**src/sv/qltb_pkg.sv**
```systemverilog
// Shared types and constants for the QoS latency monitor with token-bucket shaper.
// No dependencies; the shaper, the monitor and the top level import this package.
package qltb_pkg;

  localparam int CFG_DATA_W = 32;
  localparam int CFG_IDX_W  = 3;

  // Configuration register indexes.
  localparam logic [CFG_IDX_W-1:0] CFG_EMA_WEIGHT    = 3'd0;
  localparam logic [CFG_IDX_W-1:0] CFG_LATENCY_LIMIT = 3'd1;
  localparam logic [CFG_IDX_W-1:0] CFG_JITTER_LIMIT  = 3'd2;
  localparam logic [CFG_IDX_W-1:0] CFG_REFILL_RATE   = 3'd3;
  localparam logic [CFG_IDX_W-1:0] CFG_BURST_SIZE    = 3'd4;

  // Register reset values.
  localparam logic [16:0] RST_EMA_WEIGHT    = 17'd6554;
  localparam logic [31:0] RST_LATENCY_LIMIT = 32'd100;
  localparam logic [31:0] RST_JITTER_LIMIT  = 32'd20;
  localparam logic [31:0] RST_REFILL_RATE   = 32'd0;
  localparam logic [31:0] RST_BURST_SIZE    = 32'd0;

  // EMA weight of 1.0 in Q1.16 and the half-LSB used for rounding.
  localparam logic [16:0] EMA_ONE   = 17'h10000;
  localparam logic [15:0] EMA_ROUND = 16'h8000;

  typedef enum logic [1:0] {
    FN_TICK = 2'd0,
    FN_TX   = 2'd1,
    FN_RX   = 2'd2,
    FN_ENQ  = 2'd3
  } func_t;

  typedef struct packed {
    logic [16:0] ema_weight;
    logic [31:0] latency_limit;
    logic [31:0] jitter_limit;
    logic [31:0] refill_rate;
    logic [31:0] burst_size;
  } cfg_t;

  typedef struct packed {
    func_t       func;
    logic [31:0] now_time;
    logic [31:0] byte_count;
  } evt_t;

  typedef struct packed {
    logic        alarm;
    logic [31:0] sequence_res;
    logic [31:0] last_latency;
    logic [31:0] last_jitter;
    logic [47:0] latency_average;
  } mon_res_t;

endpackage

```
**src/sv/qltb_shaper.sv**
```systemverilog
// Token bucket: refill on tick and enqueue, accept or drop enqueue requests.
// Depends on qltb_pkg for the configuration and event types.
module qltb_shaper #(
  parameter int FRAC_BITS = 16
) (
  input  logic            clk,
  input  logic            rst,
  input  qltb_pkg::cfg_t  cfg,
  input  logic            burst_wr,
  input  logic [31:0]     burst_data,
  input  logic            fire,
  input  qltb_pkg::evt_t  evt,
  output logic            accepted
);
  import qltb_pkg::*;

  localparam int TW   = 32 + FRAC_BITS;
  localparam int UP   = (FRAC_BITS >= 16) ? FRAC_BITS - 16 : 0;
  localparam int DOWN = (FRAC_BITS < 16) ? 16 - FRAC_BITS : 0;
  localparam int PW   = 64 + UP;

  logic [TW-1:0] token_level, token_level_next;
  logic [31:0]   refill_time, refill_time_next;
  logic          have_refill_time, have_refill_time_next;

  logic          shaping_on;
  logic          want_refill;
  logic [31:0]   elapsed;
  logic [63:0]   prod;
  logic [PW-1:0] add_w;
  logic [TW-1:0] cap;
  logic [TW-1:0] headroom;
  logic [TW-1:0] level_ref;
  logic [TW-1:0] need;

  assign shaping_on = (cfg.refill_rate != '0) && (cfg.burst_size != '0);
  assign elapsed    = evt.now_time - refill_time;
  assign prod       = 64'(cfg.refill_rate) * 64'(elapsed);
  // Amount scaled to the bucket's fraction bits; only its compare against
  // the headroom matters when it would overflow, so a wider word stands in
  // for saturation.
  assign add_w      = (PW'(prod) << UP) >> DOWN;
  assign cap        = TW'(cfg.burst_size) << FRAC_BITS;
  assign headroom   = cap - token_level;
  assign need       = TW'(evt.byte_count) << FRAC_BITS;

  assign want_refill = shaping_on &&
                       ((evt.func == FN_TICK) ||
                        ((evt.func == FN_ENQ) && (evt.byte_count != '0)));

  always_comb begin
    level_ref = token_level;
    if (!have_refill_time || elapsed == '0) begin
      level_ref = token_level;
    end else if (token_level >= cap || add_w >= PW'(headroom)) begin
      level_ref = cap;
    end else begin
      level_ref = token_level + add_w[TW-1:0];
    end
  end

  always_comb begin
    token_level_next      = token_level;
    refill_time_next      = refill_time;
    have_refill_time_next = have_refill_time;
    accepted              = 1'b0;
    if (want_refill) begin
      token_level_next = level_ref;
      if (!have_refill_time || elapsed != '0) begin
        refill_time_next      = evt.now_time;
        have_refill_time_next = 1'b1;
      end
    end
    if (evt.func == FN_ENQ && evt.byte_count != '0) begin
      if (!shaping_on) begin
        accepted = 1'b1;
      end else if (level_ref >= need) begin
        accepted         = 1'b1;
        token_level_next = level_ref - need;
      end
    end
  end

  always_ff @(posedge clk) begin
    if (rst) begin
      token_level      <= TW'(RST_BURST_SIZE) << FRAC_BITS;
      refill_time      <= '0;
      have_refill_time <= 1'b0;
    end else if (burst_wr) begin
      token_level <= TW'(burst_data) << FRAC_BITS;
    end else if (fire) begin
      token_level      <= token_level_next;
      refill_time      <= refill_time_next;
      have_refill_time <= have_refill_time_next;
    end
  end

endmodule

```
**config.mk**
```make
export PLATFORM = sky130hd
export DESIGN_NAME = qltb_shaper
export DESIGN_NICKNAME = d
export VERILOG_FILES = /design/src/sv/qltb_pkg.sv /design/src/sv/qltb_shaper.sv
export SDC_FILE = /design/constraint.sdc
export NUM_CORES = 2
export LEC_CHECK = 0
export BUFFER_PORTS_ARGS = -buffer_cell sky130_fd_sc_hd__buf_2
export CAP_MARGIN = 25
export CORE_MARGIN = 2
export CORE_UTILIZATION = 40
export CTS_BUF_LIST = sky130_fd_sc_hd__clkbuf_8
export DETAILED_ROUTE_END_ITERATION = 12
export GPL_ROUTABILITY_DRIVEN = 1
export SLEW_MARGIN = 10
export SYNTH_ARGS = -nofsm -noshare
export SYNTH_HDL_FRONTEND = slang
export SYNTH_SLANG_ARGS = --single-unit
```
**constraint.sdc**
```tcl
create_clock -name clk -period 39.6 [get_ports clk]
set_input_delay 1.98 -clock clk [delete_from_list [all_inputs] [get_ports clk]]
set_output_delay 1.98 -clock clk [all_outputs]
set_load 0.02 [all_outputs]
```
==> impl_results.md <==
* Outcome: complete, no violations
* Crit path kind: in -> out
* DR pass1 iterations at 8
* Crit-path slowest cell: a21oi_1
* Number of synthesized flops with an enable pin at 0
* Total GRT Usage at 23.8%
* Vias at 39119
* Setup TNS at 0 ns
* Buf/Inv on CP at 9
* Yosys synthesis warning count at 0
* Clk sinks at 81
* IO Count at 248
* CP startpoint kind: input port
* Part of the Yosys area used for sequential elements at 3.45%
* Main flop type after synthesis: dfxtp_1
* Max-slew violation count at 0
* CP most frequent cell: fa_1
* Die area at 120000 sq um
* Share of layout cells above drive strength 1 at 6.58%
* # rows at 125
* Flops & latches, synth at 81
* Clock Root Buffer: clkbuf_8
* First-pass GRT wire length at 228000 um
* Most common cell after layout, fill and taps aside: inv_1
* FMAX at 45.7 MHz
* R2R cell count at 62
* Initial drt markers at 2546
* Area grow syn2layout at 5.33%
* Clock buffer depth at 2
* Crit share post-route at 55.3%
* RSZ-0062 raised after global routing: false
* Mapped Area at 47100 sq um
* Design Area, Final at 49600 sq um
* Die Y-Extent at 347 um
* Unique masters post-synth at 77
* CTS H-tree lvls at 3
* Clk_skew at 0.0181 ns
* Max FO, Critical Path at 40
* Minimum clock period at 21.89 ns
* Vias in the first global route at 40874
* Hold buffer count at cts at 0
* CTS resizes at 0
* Diode count at 0
* Clock latency on the worst-skew pair at 0.43 ns
* Detail Placement HPWL at 113000 um
* Most frequent cells in the layout: 1016 x inv_1, 899 x fa_1, 797 x nand2_1
* Wire per inst at 19.7 um
* Synthesized area per cell at 8.31 sq um
* Post-CTS Setup Bufs at 0
* Max-Cap Viols at 0
* Initial antenna violation count at 2
* Input/output buffers at 166
* Final core utilization at 42.6%
* Syn Nets at 7259
* Core ar. at 116000 sq um
* Critical path's top delay family: adder cells
* CTS buffer count at 9
* NumNets Final at 7207
* Routability cong. at 0.940
* Die Wd at 347 um
* CTS tree: built
* CP Depth at 61
* Mapped Cells at 5659
* Final hold vios at 0
* Final wirelength at 141000 um
* Crit-path max cell delay at 0.63 ns
* Worst min-delay path class: reg -> reg
* DRT antenna net count at 0
* GRT overflow at 0
* Ys async rst share at 0%
* Largest net degree at the start of global routing at 68
* Relative slew slack at 29.1%
* Critical path endpoint category: output pin
* CP Data Required Time at 37.62 ns
* Initial core utilization at 40.4%
* Clock Pin Slew Worst Setup and Hold Paths at 0.10 ns
* Slew at the pin with the worst max-slew slack at 1.06 ns
* DRC violations left at 0
* # setup viols final at 0
* Placed cell area at 49300 sq um
* Detailed-route vias per instance at 5.48
* Hold Crit Depth at 2
* Worst EP arrival at 19.91 ns
==> sequential cells by signal (all words and copies together) (netlist names) <==
name	flops
have_refill_time	1
refill_time	32
token_level	48
==> cell families (layout without fill, tap and decap cells) <==
| group | after synthesis | after routing | share of synthesized area [%] |
|---|---|---|---|
| xor gates and xnor gates | 191 | 191 | 3.58 |
| muxes | 75 | 75 | 1.68 |
| and+or+nand+nor | 1828 | 1828 | 18.8 |
| adders and majority gates | 1353 | 1353 | 50.3 |
| DFF | 81 | 81 | 3.45 |
| AOI/OAI and AO/OA | 834 | 834 | 11.7 |
| buffers and inverters | 1297 | 1250 | 10.5 |
==> final cells by class <==
type	instances	area [sq um]
tap	1524	1910
multi-input combinational	4281	40800
fill	11904	66800
sequential	81	1620
clock buffer	9	124
inverter	1015	3810
timing repair buffer	219	1230
clock inverter	7	95.1
==> metal layers <==
metal | global-route usage [%] | vias to the layer above | routed length (um)
li1 | - | 17787 | -
met5 | 0 | - | 10
met2 | 40.0 | 1166 | 66600
met4 | 4.75 | 2 | 2970
met1 | 32.9 | 19997 | 62200
met3 | 2.91 | 167 | 8820
==> synth_stat cells, types with 39 or more instances <==
cell,instances,area (sq um)
a21o_1,124,931
a21oi_1,286,1430
and2_1,390,2440
clkbuf_1,260,976
dfxtp_1,81,1620
fa_1,899,18000
ha_1,454,5680
inv_1,1015,3810
mux2i_1,45,450
nand2_1,797,2990
nand2b_1,44,275
nand3_1,44,220
nand4_1,56,350
nor2_1,221,830
nor3_1,69,345
nor4_1,46,288
o21ai_0,129,646
or2_2,39,244
xnor2_1,118,1030
xor2_1,72,631
==> worst register-to-register path: cells and delay by family (launching register included) <==
kind	cells	cell delay [ns]
adders and majority gates	14	6.17
muxes	2	0.62
DFF	1	0.34
xor gates and xnor gates	2	0.68
buffers and inverters	7	1.60
and+or+nand+nor	16	5.26
AOI/OAI and AO/OA	21	5.42
==> metrics by stage <==
stage | std cells | setup slack [ns] | hold WS, ns
after floorplan | 5659 | 21.60 | 0.459
after global placement | 7120 | 17.80 | 0.471
after detailed placement | 7120 | 17.81 | 0.481
after CTS | 7136 | 17.86 | 0.506
after global routing | 7136 | 16.88 | 0.538
final | 7136 | 17.71 | 0.500
==> final timing paths <==
kind | from | endpoint | slack, ns
min reg2reg | refill_time[0]$_SDFFE_PP0P_ | refill_time[0]$_SDFFE_PP0P_ | 0.50
max reg2reg | refill_time[0]$_SDFFE_PP0P_ | token_level[22]$_SDFFE_PP0P_ | 19.37
max | evt[32] | accepted | 17.71
min | refill_time[0]$_SDFFE_PP0P_ | refill_time[0]$_SDFFE_PP0P_ | 0.50
Power is not shown: default switching activity piles up to over one toggle a cycle in this logic, so the estimate is an artifact.
