==> src/sv/qltb_pkg.sv <==
// Shared types and constants for the QoS latency monitor with token-bucket shaper.
// No dependencies; the shaper, the monitor and the top level import this package.
package qltb_pkg;

  localparam int CFG_DATA_W = 32;
  localparam int CFG_IDX_W  = 3;

  // Configuration register indexes.
  localparam logic [CFG_IDX_W-1:0] CFG_EMA_WEIGHT    = 3'd0;
  localparam logic [CFG_IDX_W-1:0] CFG_LATENCY_LIMIT = 3'd1;
  localparam logic [CFG_IDX_W-1:0] CFG_JITTER_LIMIT  = 3'd2;
  localparam logic [CFG_IDX_W-1:0] CFG_REFILL_RATE   = 3'd3;
  localparam logic [CFG_IDX_W-1:0] CFG_BURST_SIZE    = 3'd4;

  // Register reset values.
  localparam logic [16:0] RST_EMA_WEIGHT    = 17'd6554;
  localparam logic [31:0] RST_LATENCY_LIMIT = 32'd100;
  localparam logic [31:0] RST_JITTER_LIMIT  = 32'd20;
  localparam logic [31:0] RST_REFILL_RATE   = 32'd0;
  localparam logic [31:0] RST_BURST_SIZE    = 32'd0;

  // EMA weight of 1.0 in Q1.16 and the half-LSB used for rounding.
  localparam logic [16:0] EMA_ONE   = 17'h10000;
  localparam logic [15:0] EMA_ROUND = 16'h8000;

  typedef enum logic [1:0] {
    FN_TICK = 2'd0,
    FN_TX   = 2'd1,
    FN_RX   = 2'd2,
    FN_ENQ  = 2'd3
  } func_t;

  typedef struct packed {
    logic [16:0] ema_weight;
    logic [31:0] latency_limit;
    logic [31:0] jitter_limit;
    logic [31:0] refill_rate;
    logic [31:0] burst_size;
  } cfg_t;

  typedef struct packed {
    func_t       func;
    logic [31:0] now_time;
    logic [31:0] byte_count;
  } evt_t;

  typedef struct packed {
    logic        alarm;
    logic [31:0] sequence_res;
    logic [31:0] last_latency;
    logic [31:0] last_jitter;
    logic [47:0] latency_average;
  } mon_res_t;

endpackage

==> src/sv/qltb_monitor.sv <==
// Latency monitor: transmit stamp, latency, jitter, EMA, timeout, alarm, tick count.
// Depends on qltb_pkg for the configuration, event and report types.
module qltb_monitor #(
  parameter int FRAC_BITS = 16
) (
  input  logic              clk,
  input  logic              rst,
  input  qltb_pkg::cfg_t    cfg,
  input  logic              fire,
  input  qltb_pkg::evt_t    evt,
  output qltb_pkg::mon_res_t res
);
  import qltb_pkg::*;

  localparam int AW  = 32 + FRAC_BITS;
  localparam int DW  = AW + 1;
  localparam int MW  = DW - 16;
  localparam int OSR = (FRAC_BITS > 16) ? FRAC_BITS - 16 : 0;
  localparam int OSL = (FRAC_BITS < 16) ? 16 - FRAC_BITS : 0;

  logic [31:0]          pending_tx_time, pending_tx_time_next;
  logic                 have_latency, have_latency_next;
  logic [31:0]          latency_reg, latency_reg_next;
  logic [31:0]          jitter_reg, jitter_reg_next;
  logic signed [AW-1:0] average_reg, average_reg_next;
  logic [31:0]          tick_count, tick_count_next;

  logic [31:0]          age;
  logic signed [32:0]   jdiff;
  logic [32:0]          jabs;
  logic [16:0]          w_eff;
  logic signed [DW-1:0] avg_ext, lat_ext, lat_fx, diff, limit_fx, avg_upd;
  logic [DW-1:0]        mag, q;
  logic [MW+16:0]       qhi;
  logic [33:0]          qlo_p;
  logic                 avg_over;
  logic                 alarm;
  logic signed [63:0]   avg_wide, avg_sh;

  assign age     = evt.now_time - pending_tx_time;
  assign jdiff   = 33'($signed(age)) - 33'($signed(latency_reg));
  assign jabs    = jdiff[32] ? 33'(-jdiff) : 33'(jdiff);
  assign w_eff   = (cfg.ema_weight > EMA_ONE) ? EMA_ONE : cfg.ema_weight;

  // EMA step: avg += alpha * (lat - avg), rounded half away from zero on
  // the magnitude of the difference.
  assign avg_ext = DW'(average_reg);
  assign lat_ext = DW'($signed(age));
  assign lat_fx  = lat_ext <<< FRAC_BITS;
  assign diff    = lat_fx - avg_ext;
  assign mag     = diff[DW-1] ? DW'(-diff) : DW'(diff);
  assign qhi     = (MW+17)'(mag[DW-1:16]) * (MW+17)'(w_eff);
  assign qlo_p   = 34'(mag[15:0]) * 34'(w_eff) + 34'(EMA_ROUND);
  assign q       = DW'(qhi) + DW'(qlo_p[33:16]);
  assign avg_upd = diff[DW-1] ? (avg_ext - $signed(q)) : (avg_ext + $signed(q));

  assign limit_fx = $signed(DW'(cfg.latency_limit) << FRAC_BITS);
  assign avg_over = avg_ext > limit_fx;

  always_comb begin
    pending_tx_time_next = pending_tx_time;
    have_latency_next    = have_latency;
    latency_reg_next     = latency_reg;
    jitter_reg_next      = jitter_reg;
    average_reg_next     = average_reg;
    tick_count_next      = tick_count;
    alarm                = 1'b0;
    unique case (evt.func)
      FN_TICK: begin
        if (pending_tx_time != '0 && age > cfg.latency_limit) begin
          pending_tx_time_next = '0;
        end
        alarm           = avg_over || (jitter_reg > cfg.jitter_limit);
        tick_count_next = tick_count + 32'd1;
      end
      FN_TX: begin
        pending_tx_time_next = evt.now_time;
      end
      FN_RX: begin
        if (pending_tx_time != '0) begin
          jitter_reg_next      = have_latency ? jabs[31:0] : '0;
          have_latency_next    = 1'b1;
          latency_reg_next     = age;
          average_reg_next     = avg_upd[AW-1:0];
          pending_tx_time_next = '0;
        end
      end
      FN_ENQ: begin
      end
      default: begin
      end
    endcase
  end

  // Report the average with 16 fraction bits, flooring when narrowing.
  assign avg_wide = 64'(average_reg_next);
  assign avg_sh   = (avg_wide >>> OSR) <<< OSL;

  always_comb begin
    res.alarm           = alarm;
    res.sequence_res    = tick_count_next;
    res.last_latency    = latency_reg_next;
    res.last_jitter     = jitter_reg_next;
    res.latency_average = avg_sh[47:0];
  end

  always_ff @(posedge clk) begin
    if (rst) begin
      pending_tx_time <= '0;
      have_latency    <= 1'b0;
      latency_reg     <= '0;
      jitter_reg      <= '0;
      average_reg     <= '0;
      tick_count      <= '0;
    end else if (fire) begin
      pending_tx_time <= pending_tx_time_next;
      have_latency    <= have_latency_next;
      latency_reg     <= latency_reg_next;
      jitter_reg      <= jitter_reg_next;
      average_reg     <= average_reg_next;
      tick_count      <= tick_count_next;
    end
  end

endmodule

==> config.mk <==
export PLATFORM = sky130hd
export DESIGN_NAME = qltb_monitor
export DESIGN_NICKNAME = d
export VERILOG_FILES = /design/src/sv/qltb_pkg.sv /design/src/sv/qltb_monitor.sv
export SDC_FILE = /design/constraint.sdc
export NUM_CORES = 2
export LEC_CHECK = 0
export ABC_CLOCK_PERIOD_IN_PS = 58200
export BUFFER_PORTS_ARGS = -buffer_cell sky130_fd_sc_hd__buf_2
export CAP_MARGIN = 20
export CELL_PAD_IN_SITES_DETAIL_PLACEMENT = 1
export CELL_PAD_IN_SITES_GLOBAL_PLACEMENT = 2
export CORE_ASPECT_RATIO = 0.75
export CORE_MARGIN = 10
export CORE_UTILIZATION = 35
export DETAILED_ROUTE_END_ITERATION = 12
export PLACE_DENSITY = 0.89
export SLEW_MARGIN = 10
export SYNTH_ARGS = -nofsm -noshare
export SYNTH_HDL_FRONTEND = slang
export SYNTH_SLANG_ARGS = --single-unit
==> constraint.sdc <==
create_clock -name clk -period 58.2 [get_ports clk]
set_input_delay 2.91 -clock clk [delete_from_list [all_inputs] [get_ports clk]]
set_output_delay 2.91 -clock clk [all_outputs]
set_load 0.005 [all_outputs]
==> results.yml <==
job:
  drv_cap: 0
drt:
  route.antenna.remaining_nets: 0
  vias: 43700
  wl_mm: 175
  drtIter0Drc: 2937
  routedWlPerCell_microns: 21.8
  routed_via_density: 5.43
  drcViolationCount: 0
  firstDrtPassIters: 6
setup_path:
  cp-start-kind: "input port"
  crit_required_ns: 55.29
  crit_path_end_kind: "primary output"
  cp.depth: 91
  crit_type: "in2out"
  cp_common_cell: "fa_1"
  crit_path_max_incr_delay_ns: 0.90
  cp.buffers_inverters: 16
  crit_arrival_ns: 28.23
  cp_slowest_cell: "nor4_1"
  crit_family: "compound AO/OA/AOI/OAI gates"
  r2r_cells: 87
  worstPathMaxFanout: 48
timing:
  fin_skew_ns: 0.0129
  rsz0062_at_grt: "no"
  period_share_pct: 53.5
  tightest_slew_ns: 1.18
  slew_viol_final: 0
  max_slew_margin_pct: 20.5
  hold_violations: 0
  fmax_ghz: 0.0321
  min_period_ns: 31.14
  finalSetupTns_ns: 0
  finalSetupViolCount: 0
floorplanning:
  start_util_pct: 35.3
  die_x_microns: 447
  io_pins: 359
  die_area_sq_um: 152000
  core_area_sq_um: 136000
  die_y_microns: 341
  rows: 117
synth:
  synthSimpleGateAreaFrac_pct: 19.9
  syn_area_per_cell_sq_um: 7.82
  yosys_warnings: 0
  synth_area_sq_um: 47900
  synth_ff_type: "dfxtp_1"
  syn_inst: 6135
  synth_seq_cells: 177
  synth_cell_types: 99
  synth_compound_area_share_pct: 13.8
  ys_async_sr_fraction_pct: 0
  synth_mux_area_share_pct: 0.574
  synth-edff-count: 0
  synth_nets: 7531
  synthAdderAreaFrac_pct: 41.7
  synth_top_family_by_area: "adder cells"
  synth-xor-area-share_pct: 6.80
  ys_seq_area_share_pct: 7.39
clock_tree:
  htree_levels: 4
  clock_sinks: 177
  cts_hold_buf: 0
  cts_buffers: 17
  clk_pin_slew_worst_paths_ns: 0.07
  cts_max_path_buffers: 2
  cts_root_buffer: "clkbuf_16"
  cts.repair.resized: 0
  clock_latency_ns: 0.48
  cts_tree: "yes"
  cts_setup_buffers: 0
layout:
  nFillCells: 16700
  final_cell_mix: "977 x inv_1, 892 x nand2_1, 692 x fa_1, 490 x ha_1, 489 x nor2_1"
  drive_gt1_share_pct: 7.96
  synthToLayoutAreaGrowth_pct: 8.57
  largest_reg_flops: 48
  finalNetCount: 7649
  final_common_cell: "inv_1"
  fin_util_pct: 38.3
global_routing:
  grtUsageTotal_pct: 22.6
  antenna_found_initial: 7
  grt_pass1_vias: 45800
  grt_pass1_wl_mm: 271
  grt.overflow.total: 0
  grt_start_max_net_pins: 79
worst_hold_path:
  min_path_type: "reg2reg"
  hold_depth: 2
status:
  status: "completed"
placed_design:
  gpl.final_weighted_congestion: 0.891
  port_buffers: 262
  place_hpwl_mm: 142
-- routing by layer --
| layer | part of all wire, % | vias to the layer above | wire length, microns | global-route usage [%] |
|---|---|---|---|---|
| met2 | 45 | 1277 | 79000 | 36.0 |
| li1 | - | 20000 | - | - |
| met5 | 0.041 | - | 72 | 0 |
| met4 | 2.7 | 12 | 4680 | 5.86 |
| met1 | 46 | 22200 | 79700 | 31.3 |
| met3 | 6.7 | 261 | 11700 | 4.10 |
-- cell usage after synthesis (9+ instances only) --
cell type,instances,area share [%]
o211ai_1,19,0.30
a21oi_1,345,3.6
o31a_1,11,0.20
fa_1,692,29
nand2_1,892,7.0
nand3b_1,9,0.14
a211oi_1,29,0.45
or2_2,19,0.25
a21o_1,120,1.9
a21boi_0,13,0.20
nand2b_1,62,0.81
a31oi_1,33,0.43
and2_1,157,2.0
buf_1,30,0.23
xnor2_1,204,3.7
dfxtp_1,177,7.4
nor2_1,490,3.8
and3_1,47,0.61
and4_1,10,0.18
o311ai_0,9,0.16
nor3_1,63,0.66
or4_1,10,0.16
a2111oi_0,9,0.16
mux2_2,19,0.45
or3_1,33,0.43
o21a_1,48,0.75
nand3_1,98,1.0
o21bai_1,37,0.58
nor3b_1,11,0.17
o31ai_1,24,0.38
nor4_1,36,0.47
inv_1,977,7.6
nor2b_1,54,0.70
xor2_1,168,3.1
o2111ai_1,9,0.16
a211o_1,13,0.24
o21ai_0,230,2.4
clkbuf_1,236,1.8
nand4_1,59,0.77
ha_1,490,13
-- logic make-up (layout without fill, tap and decap cells) --
group / after synthesis / after routing
compound gates: 1046 / 1046
xor+xnor: 372 / 372
fa+ha+maj: 1182 / 1182
buf+inv: 1250 / 1381
flops: 177 / 177
mux: 25 / 25
other cells: 0 / 3
simple gates: 2083 / 2083
-- per-stage QoR --
step / hold slack [ns] / instances / cell area (sq um) / worst slack, ns
final: 0.456 / 8054 / 52100 / 27.06
after detailed placement: 0.447 / 8016 / 51400 / 27.02
after CTS: 0.456 / 8048 / 52000 / 26.88
after global routing: 0.494 / 8052 / 52100 / 25.48
after global placement: 0.442 / 8016 / 51400 / 27.54
after floorplan: 0.436 / 6135 / 47900 / 32.42
-- cell type report --
type / count / area, sq um / share of cell area, %
Inverter: 979 / 3670 / 7.06
Multi-Input combinational cell: 4708 / 39900 / 76.6
Tap cell: 1785 / 2230 / 4.29
Timing Repair Buffer: 370 / 2140 / 4.11
Sequential cell: 177 / 3540 / 6.81
Antenna cell: 3 / 7.51 / 0.0144
Clock inverter: 15 / 158 / 0.303
Clock buffer: 17 / 425 / 0.817
-- worst register-to-register path: cells and delay by family (launching register included) --
kind	cells	cell delay, ns
compound gates	33	10.38
xor+xnor	7	1.46
fa+ha+maj	16	7.54
buf+inv	12	1.62
flops	1	0.38
mux	1	0.34
simple gates	18	3.87
-- path summary, 6_finish.rpt --
kind                                  endpoint  slack (ns)                       startpoint
setup reg to reg  average_reg[47]$_SDFFE_PP0P_       32.49  pending_tx_time[1]$_SDFFE_PP0P_
setup / recovery                       res[47]       27.06                          evt[32]
hold reg to reg    latency_reg[8]$_SDFFE_PP0P_        0.46      latency_reg[8]$_SDFFE_PP0P_
hold / removal     latency_reg[8]$_SDFFE_PP0P_        0.46      latency_reg[8]$_SDFFE_PP0P_
Power is left out: the tool's default activity adds up to more than one toggle a clock period on the data nets, which glitch-free logic cannot reach.
